<file path="src/sv/degree2_feature_expansion_macros.svh">
// Assertion macros for the degree-2 feature expansion block.
// Used by the top level; expects clk and rst_n in the including scope.
`ifndef DEGREE2_FEATURE_EXPANSION_MACROS_SVH
`define DEGREE2_FEATURE_EXPANSION_MACROS_SVH
`ifndef SYNTHESIS
`define DFE_ASSERT_IMP(lbl, ante, cons) \
  lbl: assert property (@(posedge clk) disable iff (!rst_n) (ante) |-> (cons)) \
    else $error("dfe assertion failed");
`define DFE_ASSERT_NEXT(lbl, ante, cons) \
  lbl: assert property (@(posedge clk) disable iff (!rst_n) (ante) |=> (cons)) \
    else $error("dfe assertion failed");
`else
`define DFE_ASSERT_IMP(lbl, ante, cons)
`define DFE_ASSERT_NEXT(lbl, ante, cons)
`endif
`endif

</file>
<file path="src/sv/dfe_pkg.sv">
// Shared constants, types and codes for the degree-2 feature expansion block.
// No dependencies.
package dfe_pkg;

  localparam int MAX_FEATURES  = 8;
  localparam int FEATURE_WIDTH = 32;
  localparam int FRAC_SHIFT    = 16;
  localparam int PRODUCT_W     = 64;
  localparam int COL_W         = 6;
  localparam int SAMPLE_W      = 16;
  localparam int FC_W          = 4;
  localparam int CFG_IDX_W     = 2;
  localparam int CFG_DATA_W    = 16;
  localparam int POS_W         = (MAX_FEATURES > 1) ? $clog2(MAX_FEATURES) : 1;
  localparam int D_W           = $clog2(MAX_FEATURES + 1);
  localparam int QUEUE_DEPTH   = 2;
  localparam int QUEUE_AW      = (QUEUE_DEPTH > 1) ? $clog2(QUEUE_DEPTH) : 1;

  localparam logic [CFG_IDX_W-1:0] CFG_FEATURE_COUNT = CFG_IDX_W'(0);
  localparam logic [CFG_IDX_W-1:0] CFG_SAMPLE_COUNT  = CFG_IDX_W'(1);

  typedef struct packed {
    logic signed [FEATURE_WIDTH-1:0] value;
    logic [POS_W-1:0]                pos;
    logic [SAMPLE_W-1:0]             sample;
    logic [D_W-1:0]                  d;
    logic                            last;
  } dfe_job_t;

  typedef struct packed {
    logic full;
    logic empty;
  } dfe_qstat_t;

  typedef struct packed {
    logic pop;
    logic busy;
  } dfe_bstat_t;

  typedef enum logic {
    SEQ_IDLE,
    SEQ_PAIRS
  } dfe_seq_state_t;

endpackage

</file>
<file path="src/sv/dfe_fifo.sv">
// Short job queue between the front and back parts.
// Depends on dfe_pkg for the job type and queue depth.
module dfe_fifo (
  input  logic              clk,
  input  logic              rst_n,
  input  logic              push,
  input  dfe_pkg::dfe_job_t wr_data,
  input  logic              pop,
  output dfe_pkg::dfe_job_t rd_data,
  output dfe_pkg::dfe_qstat_t stat
);
  import dfe_pkg::*;

  dfe_job_t              mem_r [QUEUE_DEPTH];
  logic [QUEUE_AW-1:0]   wr_ptr_r, wr_ptr_nxt;
  logic [QUEUE_AW-1:0]   rd_ptr_r, rd_ptr_nxt;
  logic [QUEUE_AW:0]     count_r, count_nxt;

  assign stat.full  = (count_r == (QUEUE_AW+1)'(QUEUE_DEPTH));
  assign stat.empty = (count_r == '0);
  assign rd_data    = mem_r[rd_ptr_r];

  always_comb begin
    wr_ptr_nxt = wr_ptr_r;
    rd_ptr_nxt = rd_ptr_r;
    count_nxt  = count_r;
    if (push) begin
      wr_ptr_nxt = (wr_ptr_r == QUEUE_AW'(QUEUE_DEPTH - 1)) ? '0 : wr_ptr_r + QUEUE_AW'(1);
    end
    if (pop) begin
      rd_ptr_nxt = (rd_ptr_r == QUEUE_AW'(QUEUE_DEPTH - 1)) ? '0 : rd_ptr_r + QUEUE_AW'(1);
    end
    if (push && !pop) begin
      count_nxt = count_r + (QUEUE_AW+1)'(1);
    end else if (pop && !push) begin
      count_nxt = count_r - (QUEUE_AW+1)'(1);
    end
  end

  always_ff @(posedge clk) begin
    if (!rst_n) begin
      wr_ptr_r <= '0;
      rd_ptr_r <= '0;
      count_r  <= '0;
    end else begin
      wr_ptr_r <= wr_ptr_nxt;
      rd_ptr_r <= rd_ptr_nxt;
      count_r  <= count_nxt;
    end
  end

  always_ff @(posedge clk) begin
    if (push) begin
      mem_r[wr_ptr_r] <= wr_data;
    end
  end

endmodule

</file>
<file path="src/sv/dfe_front.sv">
// Front part: configuration registers, feature position and sample counting.
// Classifies each feature into a job for the queue. Depends on dfe_pkg.
module dfe_front (
  input  logic                              clk,
  input  logic                              rst_n,
  input  logic                              in_valid,
  output logic                              in_stall,
  input  logic signed [dfe_pkg::FEATURE_WIDTH-1:0] in_feature_value,
  input  logic                              cfg_valid,
  output logic                              cfg_ready,
  input  logic [dfe_pkg::CFG_IDX_W-1:0]     cfg_index,
  input  logic [dfe_pkg::CFG_DATA_W-1:0]    cfg_wdata,
  input  dfe_pkg::dfe_qstat_t               q_stat,
  output logic                              push,
  output dfe_pkg::dfe_job_t                 job
);
  import dfe_pkg::*;

  logic [FC_W-1:0]     fc_r;
  logic [SAMPLE_W-1:0] samp_cnt_r;
  logic [POS_W-1:0]    pos_r, pos_nxt;
  logic [SAMPLE_W-1:0] smp_r, smp_nxt;
  logic [D_W-1:0]      d;
  logic [POS_W-1:0]    p;
  logic                last;
  logic [SAMPLE_W:0]   smp_inc;
  logic                cfg_wr;

  assign cfg_ready = 1'b1;
  assign cfg_wr    = cfg_valid && cfg_ready;
  assign in_stall  = q_stat.full;
  assign push      = in_valid && !in_stall;

  always_comb begin
    if (fc_r == '0) begin
      d = D_W'(1);
    end else if (fc_r > FC_W'(MAX_FEATURES)) begin
      d = D_W'(MAX_FEATURES);
    end else begin
      d = D_W'(fc_r);
    end
    p       = (D_W'(pos_r) >= d) ? '0 : pos_r;
    last    = (D_W'(p) + D_W'(1)) >= d;
    smp_inc = {1'b0, smp_r} + (SAMPLE_W+1)'(1);
  end

  assign job.value  = in_feature_value;
  assign job.pos    = p;
  assign job.sample = smp_r;
  assign job.d      = d;
  assign job.last   = last;

  always_comb begin
    pos_nxt = pos_r;
    smp_nxt = smp_r;
    if (push) begin
      if (last) begin
        pos_nxt = '0;
        smp_nxt = (smp_inc >= {1'b0, samp_cnt_r}) ? '0 : smp_inc[SAMPLE_W-1:0];
      end else begin
        pos_nxt = p + POS_W'(1);
      end
    end
    if (cfg_wr && (cfg_index == CFG_FEATURE_COUNT)) begin
      pos_nxt = '0;
    end
    if (cfg_wr && (cfg_index == CFG_SAMPLE_COUNT)) begin
      pos_nxt = '0;
      smp_nxt = '0;
    end
  end

  always_ff @(posedge clk) begin
    if (!rst_n) begin
      fc_r       <= FC_W'(8);
      samp_cnt_r <= SAMPLE_W'(65535);
      pos_r      <= '0;
      smp_r      <= '0;
    end else begin
      pos_r <= pos_nxt;
      smp_r <= smp_nxt;
      if (cfg_wr && (cfg_index == CFG_FEATURE_COUNT)) begin
        fc_r <= cfg_wdata[FC_W-1:0];
      end
      if (cfg_wr && (cfg_index == CFG_SAMPLE_COUNT)) begin
        samp_cnt_r <= cfg_wdata[SAMPLE_W-1:0];
      end
    end
  end

endmodule

</file>
<file path="src/sv/dfe_back.sv">
// Back part: feature store, pair sequencer, multiplier stage and output register.
// Takes jobs from the queue. Depends on dfe_pkg.
module dfe_back (
  input  logic                                clk,
  input  logic                                rst_n,
  input  dfe_pkg::dfe_job_t                   job,
  input  dfe_pkg::dfe_qstat_t                 q_stat,
  output dfe_pkg::dfe_bstat_t                 bstat,
  output logic                                out_valid,
  input  logic                                out_stall,
  output logic signed [dfe_pkg::PRODUCT_W-1:0] out_product_value,
  output logic [dfe_pkg::COL_W-1:0]           out_column_index,
  output logic [dfe_pkg::SAMPLE_W-1:0]        out_sample_index,
  output logic                                out_run_last
);
  import dfe_pkg::*;

  dfe_seq_state_t state_r, state_nxt;

  logic signed [FEATURE_WIDTH-1:0] store_r [MAX_FEATURES];

  logic [POS_W-1:0]    i_r, j_r;
  logic [D_W-1:0]      d_r;
  logic [COL_W-1:0]    col_r;
  logic [SAMPLE_W-1:0] smp_r;

  logic en, pop, issue_pair, pair_last, j_end;

  logic                            s1_valid_r;
  logic                            s1_first_r;
  logic signed [FEATURE_WIDTH-1:0] s1_a_r, s1_b_r;
  logic [COL_W-1:0]                s1_col_r;
  logic [SAMPLE_W-1:0]             s1_smp_r;
  logic                            s1_last_r;

  logic signed [2*FEATURE_WIDTH-1:0] prod;
  logic signed [PRODUCT_W-1:0]       result;
  logic                              out_valid_r;

  assign en = !out_valid_r || !out_stall;

  always_comb begin
    pop        = (state_r == SEQ_IDLE) && !q_stat.empty && en;
    issue_pair = (state_r == SEQ_PAIRS) && en;
    j_end      = (D_W'(j_r) == (d_r - D_W'(1)));
    pair_last  = j_end && (D_W'(i_r) == (d_r - D_W'(1)));
  end

  always_comb begin
    state_nxt = state_r;
    case (state_r)
      SEQ_IDLE: begin
        if (pop && job.last) begin
          state_nxt = SEQ_PAIRS;
        end
      end
      SEQ_PAIRS: begin
        if (issue_pair && pair_last) begin
          state_nxt = SEQ_IDLE;
        end
      end
      default: state_nxt = SEQ_IDLE;
    endcase
  end

  assign bstat.pop  = pop;
  assign bstat.busy = (state_r == SEQ_PAIRS);

  always_ff @(posedge clk) begin
    if (!rst_n) begin
      state_r     <= SEQ_IDLE;
      s1_valid_r  <= 1'b0;
      out_valid_r <= 1'b0;
    end else begin
      state_r <= state_nxt;
      if (en) begin
        s1_valid_r  <= pop || issue_pair;
        out_valid_r <= s1_valid_r;
      end
    end
  end

  always_ff @(posedge clk) begin
    if (pop) begin
      i_r   <= '0;
      j_r   <= '0;
      d_r   <= job.d;
      col_r <= COL_W'(job.d);
      smp_r <= job.sample;
    end else if (issue_pair) begin
      col_r <= col_r + COL_W'(1);
      if (j_end) begin
        i_r <= i_r + POS_W'(1);
        j_r <= i_r + POS_W'(1);
      end else begin
        j_r <= j_r + POS_W'(1);
      end
    end
  end

  always_ff @(posedge clk) begin
    if (pop) begin
      store_r[job.pos] <= job.value;
    end
  end

  always_ff @(posedge clk) begin
    if (en) begin
      if (issue_pair) begin
        s1_a_r     <= store_r[i_r];
        s1_b_r     <= store_r[j_r];
        s1_first_r <= 1'b0;
        s1_col_r   <= col_r;
        s1_smp_r   <= smp_r;
        s1_last_r  <= pair_last;
      end else begin
        s1_a_r     <= job.value;
        s1_b_r     <= job.value;
        s1_first_r <= 1'b1;
        s1_col_r   <= COL_W'(job.pos);
        s1_smp_r   <= job.sample;
        s1_last_r  <= !job.last;
      end
    end
  end

  always_comb begin
    prod = s1_a_r * s1_b_r;
    if (s1_first_r) begin
      result = PRODUCT_W'(s1_a_r) <<< FRAC_SHIFT;
    end else begin
      result = PRODUCT_W'(prod);
    end
  end

  always_ff @(posedge clk) begin
    if (en) begin
      out_product_value <= result;
      out_column_index  <= s1_col_r;
      out_sample_index  <= s1_smp_r;
      out_run_last      <= s1_last_r;
    end
  end

  assign out_valid = out_valid_r;

endmodule

</file>
<file path="src/sv/degree2_feature_expansion.sv">
// Top level of the degree-2 feature expansion block: front, job queue, back.
// Depends on dfe_pkg, dfe_front, dfe_fifo, dfe_back and the assertion macros.
//
//   channel  direction  handshake            payload
//   in_      input      in_valid/in_stall    feature_value
//   out_     output     out_valid/out_stall  product_value, column_index,
//                                            sample_index, run_last
//   cfg_     input      cfg_valid/cfg_ready  cfg_index, cfg_wdata
//
// Each feature request yields one linear result in the back end's issue slot; the
// last one of its sample also yields d*(d+1)/2 pair products ahead of the next request.
// Each result is registered after the store read and again after the multiplier.
// Reset (rst_n low, synchronous) sets feature_count to 8 and sample_count to 65535.
// Out_stall freezes the back end; the two-entry job queue takes input until full.
`include "degree2_feature_expansion_macros.svh"
module degree2_feature_expansion (
  input  logic                                   clk,
  input  logic                                   rst_n,
  input  logic                                   in_valid,
  output logic                                   in_stall,
  input  logic signed [dfe_pkg::FEATURE_WIDTH-1:0] in_feature_value,
  output logic                                   out_valid,
  input  logic                                   out_stall,
  output logic signed [dfe_pkg::PRODUCT_W-1:0]   out_product_value,
  output logic [dfe_pkg::COL_W-1:0]              out_column_index,
  output logic [dfe_pkg::SAMPLE_W-1:0]           out_sample_index,
  output logic                                   out_run_last,
  input  logic                                   cfg_valid,
  output logic                                   cfg_ready,
  input  logic [dfe_pkg::CFG_IDX_W-1:0]          cfg_index,
  input  logic [dfe_pkg::CFG_DATA_W-1:0]         cfg_wdata
);
  import dfe_pkg::*;

  dfe_job_t   front_job;
  dfe_job_t   queue_job;
  dfe_qstat_t q_stat;
  dfe_bstat_t bstat;
  logic       push;

  dfe_front u_front (
    .clk              (clk),
    .rst_n            (rst_n),
    .in_valid         (in_valid),
    .in_stall         (in_stall),
    .in_feature_value (in_feature_value),
    .cfg_valid        (cfg_valid),
    .cfg_ready        (cfg_ready),
    .cfg_index        (cfg_index),
    .cfg_wdata        (cfg_wdata),
    .q_stat           (q_stat),
    .push             (push),
    .job              (front_job)
  );

  dfe_fifo u_fifo (
    .clk     (clk),
    .rst_n   (rst_n),
    .push    (push),
    .wr_data (front_job),
    .pop     (bstat.pop),
    .rd_data (queue_job),
    .stat    (q_stat)
  );

  dfe_back u_back (
    .clk               (clk),
    .rst_n             (rst_n),
    .job               (queue_job),
    .q_stat            (q_stat),
    .bstat             (bstat),
    .out_valid         (out_valid),
    .out_stall         (out_stall),
    .out_product_value (out_product_value),
    .out_column_index  (out_column_index),
    .out_sample_index  (out_sample_index),
    .out_run_last      (out_run_last)
  );

  `DFE_ASSERT_IMP(a_pop_not_empty, bstat.pop, !q_stat.empty)
  `DFE_ASSERT_IMP(a_push_not_full, push, !q_stat.full)
  `DFE_ASSERT_IMP(a_busy_no_pop, bstat.busy, !bstat.pop)
  `DFE_ASSERT_NEXT(a_full_after_push, q_stat.full && !bstat.pop, q_stat.full)

endmodule
</file>
<file path="config.mk">
export PLATFORM = sky130hd
export DESIGN_NAME = degree2_feature_expansion
export DESIGN_NICKNAME = d
export VERILOG_FILES = /design/src/sv/dfe_pkg.sv /design/src/sv/dfe_fifo.sv /design/src/sv/dfe_front.sv /design/src/sv/dfe_back.sv /design/src/sv/degree2_feature_expansion.sv
export VERILOG_INCLUDE_DIRS = /design/src /design/src/sv
export SDC_FILE = /design/constraint.sdc
export NUM_CORES = 2
export LEC_CHECK = 0
export BUFFER_PORTS_ARGS = -buffer_cell sky130_fd_sc_hd__buf_2
export CAP_MARGIN = 30
export CELL_PAD_IN_SITES_DETAIL_PLACEMENT = 1
export CELL_PAD_IN_SITES_GLOBAL_PLACEMENT = 1
export CORE_AREA = 2 2 433 435
export CTS_CLUSTER_DIAMETER = 40
export DETAILED_ROUTE_END_ITERATION = 10
export DIE_AREA = 0 0 435 437
export PLACE_DENSITY = 0.54
export RECOVER_POWER = 50
export SETUP_SLACK_MARGIN = 0.05
export SLEW_MARGIN = 20
export SYNTH_ARGS = -nofsm -noshare
export SYNTH_HDL_FRONTEND = slang
export SYNTH_HIERARCHICAL = 1
export SYNTH_SLANG_ARGS = --single-unit
</file>
<file path="constraint.sdc">
create_clock -name clk -period 24.2 [get_ports clk]
set_input_delay 3.63 -clock clk [delete_from_list [all_inputs] [get_ports clk]]
set_output_delay 3.63 -clock clk [all_outputs]
set_load 0.005 [all_outputs]
</file>
==> results by stage <==
Outcome:
- The flow ran to the end, but the final reports show violations.
- The final reports fail on max-capacitance violations, max-slew violations.

Clock tree:
- In this run, post-CTS hold repair placed 0 buffers.
- The clock net in this run drives a total of 628 sinks.
- TritonCTS built the clock tree.
- The H-tree was split into 3 levels.
- In this run, CTS created clock tree buffers numbering 100.
- After clock tree synthesis, the clock-pin slew on the worst setup and hold paths is 0.06 ns.
- The clock root buffer is sky130_fd_sc_hd__clkbuf_16.
- No sink is reached through more buffers than the 3 on the longest clock path.
- Gates resized during post-CTS repair numbered 0.
- The number of post-CTS setup repair buffers is 0.
- The clock latency at the later pin of the worst-skew pair is 0.74 ns.

Place:
- The final HPWL from detailed placement is 134,000 um.
- The number of buffers added on ports is 143.
- OpenSTA, run right after detailed placement, puts the worst setup slack at 14.99 ns.
- The final estimated routing congestion in global placement is 0.846.
- The cell count after placement is 7,857.
- The instance area after placement is 65,900 um^2.

Final layout:
- From synthesis to final layout, the design area changed by 10.9%.
- The filler cells instantiated in the layout total 20,100.
- The post-layout instance count excluding filler cells is 8,055.
- The fraction of layout cells with a size suffix above 1 is 10.3%.
- The post-layout net count is 6,833.
- The finished cells cover 69,500 um^2.

Timing:
- Summed over all failing endpoints, the final setup total negative slack is 0 ns.
- The max-slew headroom at the worst pin is -224%.
- The smallest setup slack after layout is 14.51 ns.
- The hold violation count in the final report is 0.
- Static timing analysis puts the maximum clock frequency at 0.103 GHz.
- The final-report max-slew violation count is 312.
- The clock skew is 0.0846 ns.
- Dividing the final minimum period by the clock period gives 40.0%.
- The setup violation total in the final timing report is 0.
- Setup repair after global routing left no endpoint under its margin.
- At the pin with the least slew margin, the transition time is 4.86 ns.
- The worst path needs 9.69 ns of the cycle, external delays included.

Route:
- The detailed router placed 39,500 vias in this run.
- The detailed-routing iteration count for the pre-antenna-repair pass is 7.
- After detailed routing, the number of remaining DRC violations is 0.
- Summed over all layers, the routed wires come to 182,000 um.
- The mean routed wirelength per cell is 22.6 um.
- In this run the remaining antenna-violating nets after routing total 0.
- The first routing iteration left 2,056 violations.
- The via density per instance is 4.90.

Global route:
- The initial antenna violation count is 5.
- Global routing finished with a remaining overflow of 0.
- The global-route wire length before repair is 285,000 um.
- Global routing consumed, over all layers together, 19.8% of the routing resources.
- The number of global-route vias before repair came to 45,000.
- Entering global routing, the biggest net connects 124 pins.

Floorplan:
- The floorplan row count is 158.
- The die area is 190,000 um^2.
- The die extent in y is 437 um.
- The width of the chip is 435 um.
- The I/O pin count is 145.
- For this configuration, the core starts out at a cell density of 33.9%.
- In this run the standard cell core region covers 185,000 um^2.

Setup path:
- The most prevalent standard cell on the critical path is sky130_fd_sc_hd__clkbuf_1.
- By startpoint and endpoint, the worst setup path is classified as primary input to register.
- Along the worst path, the maximum fanout reaches 69.
- The biggest cell delay along the critical path is 3.45 ns.
- The signal on the critical path passes through clkbuf_1 > and2_0 > clkinvlp_2 > clkbuf_1 > buf_4 > buf_12.
- The worst setup path is launched from a primary input.
- The type of destination of the critical path is a register.
- The data arrival time of the worst path is 10.03 ns.
- The worst path required time is 24.54 ns.
- The library cell contributing the largest single delay on the critical path is sky130_fd_sc_hd__clkbuf_1.

Yosys:
- Synthesis produced a netlist with a net count of 6,816.
- The netlist area before placement is 62,700 um^2.
- The post-synthesis area per instance is 11.5 um^2.
- After technology mapping, the gate count stands at 5,465.
- The number of warnings issued by yosys is 6.

Job:
- The number of max-cap violations is 7.

Worst hold path:
- The tightest min-delay check is of the register to register type.
[metal layers]
layer  global-route usage, %  part of all wire [%]  vias up
li1                        -                     -    17300
met1                    27.4                    45    21300
met2                    33.0                    48      697
met3                    2.03                   3.8      194
met4                    5.27                   2.5        2
met5                       0                0.0088        -
[sequential cells by signal (all words and copies together), names as in the netlist, 2 cells and up, named ones only]
name,cells
u_fifo/mem_r,112
u_back/out_sample_index,16
u_front/fc_r,4
u_back/col_r,6
u_back/s1_b_r,32
u_back/s1_a_r,32
u_back/out_product_value,64
u_back/i_r,3
u_front/pos_r,3
u_back/s1_smp_r,16
u_back/out_column_index,6
u_back/j_r,3
u_back/smp_r,16
u_back/s1_col_r,6
u_back/d_r,4
u_back/store_r,256
u_front/smp_r,16
u_front/samp_cnt_r,16
u_fifo/count_r,2
[metrics by stage]
step	util, %	hold WS (ns)
final	37.6	0.397
after global routing	37.6	0.402
after CTS	37.6	0.395
after detailed placement	35.6	0.405
after global placement	35.6	0.402
after floorplan	-	0.400
[worst paths after layout]
kind                           startpoint                                     end  slack [ns]  cells after the start
min          u_back/s1_smp_r[5]$_DFFE_PN_    u_back/out_sample_index[5]$_DFFE_PN_        0.40                      0
max reg2reg    u_back/s1_a_r[7]$_DFFE_PN_  u_back/out_product_value[62]$_DFFE_PN_       14.54                     26
min reg2reg  u_back/s1_smp_r[5]$_DFFE_PN_    u_back/out_sample_index[5]$_DFFE_PN_        0.40                      0
max                             out_stall  u_back/out_product_value[59]$_DFFE_PN_       14.51                      6
[placed cells by master, fill, tap and decap left out, types with 11 or more instances in the layout]
cell / instances
sky130_fd_sc_hd__a21o_1: 31
sky130_fd_sc_hd__a21oi_1: 149
sky130_fd_sc_hd__and2_1: 517
sky130_fd_sc_hd__and3_1: 20
sky130_fd_sc_hd__buf_2: 123
sky130_fd_sc_hd__buf_4: 82
sky130_fd_sc_hd__bufinv_16: 16
sky130_fd_sc_hd__clkbuf_1: 36
sky130_fd_sc_hd__clkbuf_16: 100
sky130_fd_sc_hd__clkinv_2: 11
sky130_fd_sc_hd__clkinvlp_4: 11
sky130_fd_sc_hd__dfxtp_1: 55
sky130_fd_sc_hd__edfxtp_1: 567
sky130_fd_sc_hd__fa_1: 1081
sky130_fd_sc_hd__ha_1: 214
sky130_fd_sc_hd__inv_1: 980
sky130_fd_sc_hd__mux2_1: 46
sky130_fd_sc_hd__mux2_2: 11
sky130_fd_sc_hd__mux2i_1: 66
sky130_fd_sc_hd__mux4_2: 128
sky130_fd_sc_hd__nand2_1: 669
sky130_fd_sc_hd__nand2b_1: 21
sky130_fd_sc_hd__nand3_1: 30
sky130_fd_sc_hd__nand4_1: 21
sky130_fd_sc_hd__nor2_1: 121
sky130_fd_sc_hd__nor2b_1: 19
sky130_fd_sc_hd__nor3_1: 18
sky130_fd_sc_hd__o211ai_1: 21
sky130_fd_sc_hd__o21a_1: 12
sky130_fd_sc_hd__o21ai_0: 71
sky130_fd_sc_hd__o21bai_1: 16
sky130_fd_sc_hd__xnor2_1: 66
sky130_fd_sc_hd__xor2_1: 35
[cell type report]
cell class	instances	area, um^2	share of cell area (%)
multi-input combinational	3530	39300	56.6
sequential	628	18300	26.3
inverter	982	3690	5.31
tap	2480	3100	4.46
clock buffer	109	2560	3.68
timing repair buffer	240	1430	2.05
clock inverter	81	1100	1.59
antenna	5	12.5	0.0180
[critical path, delay by kind of cell]
family | cells | cell delay [ns]
buffers and inverters | 5 | 6.01
and+or+nand+nor | 1 | 0.20
Power is left out: the tool's default activity adds up to more than one toggle a clock period on the data nets, which glitch-free logic cannot reach.
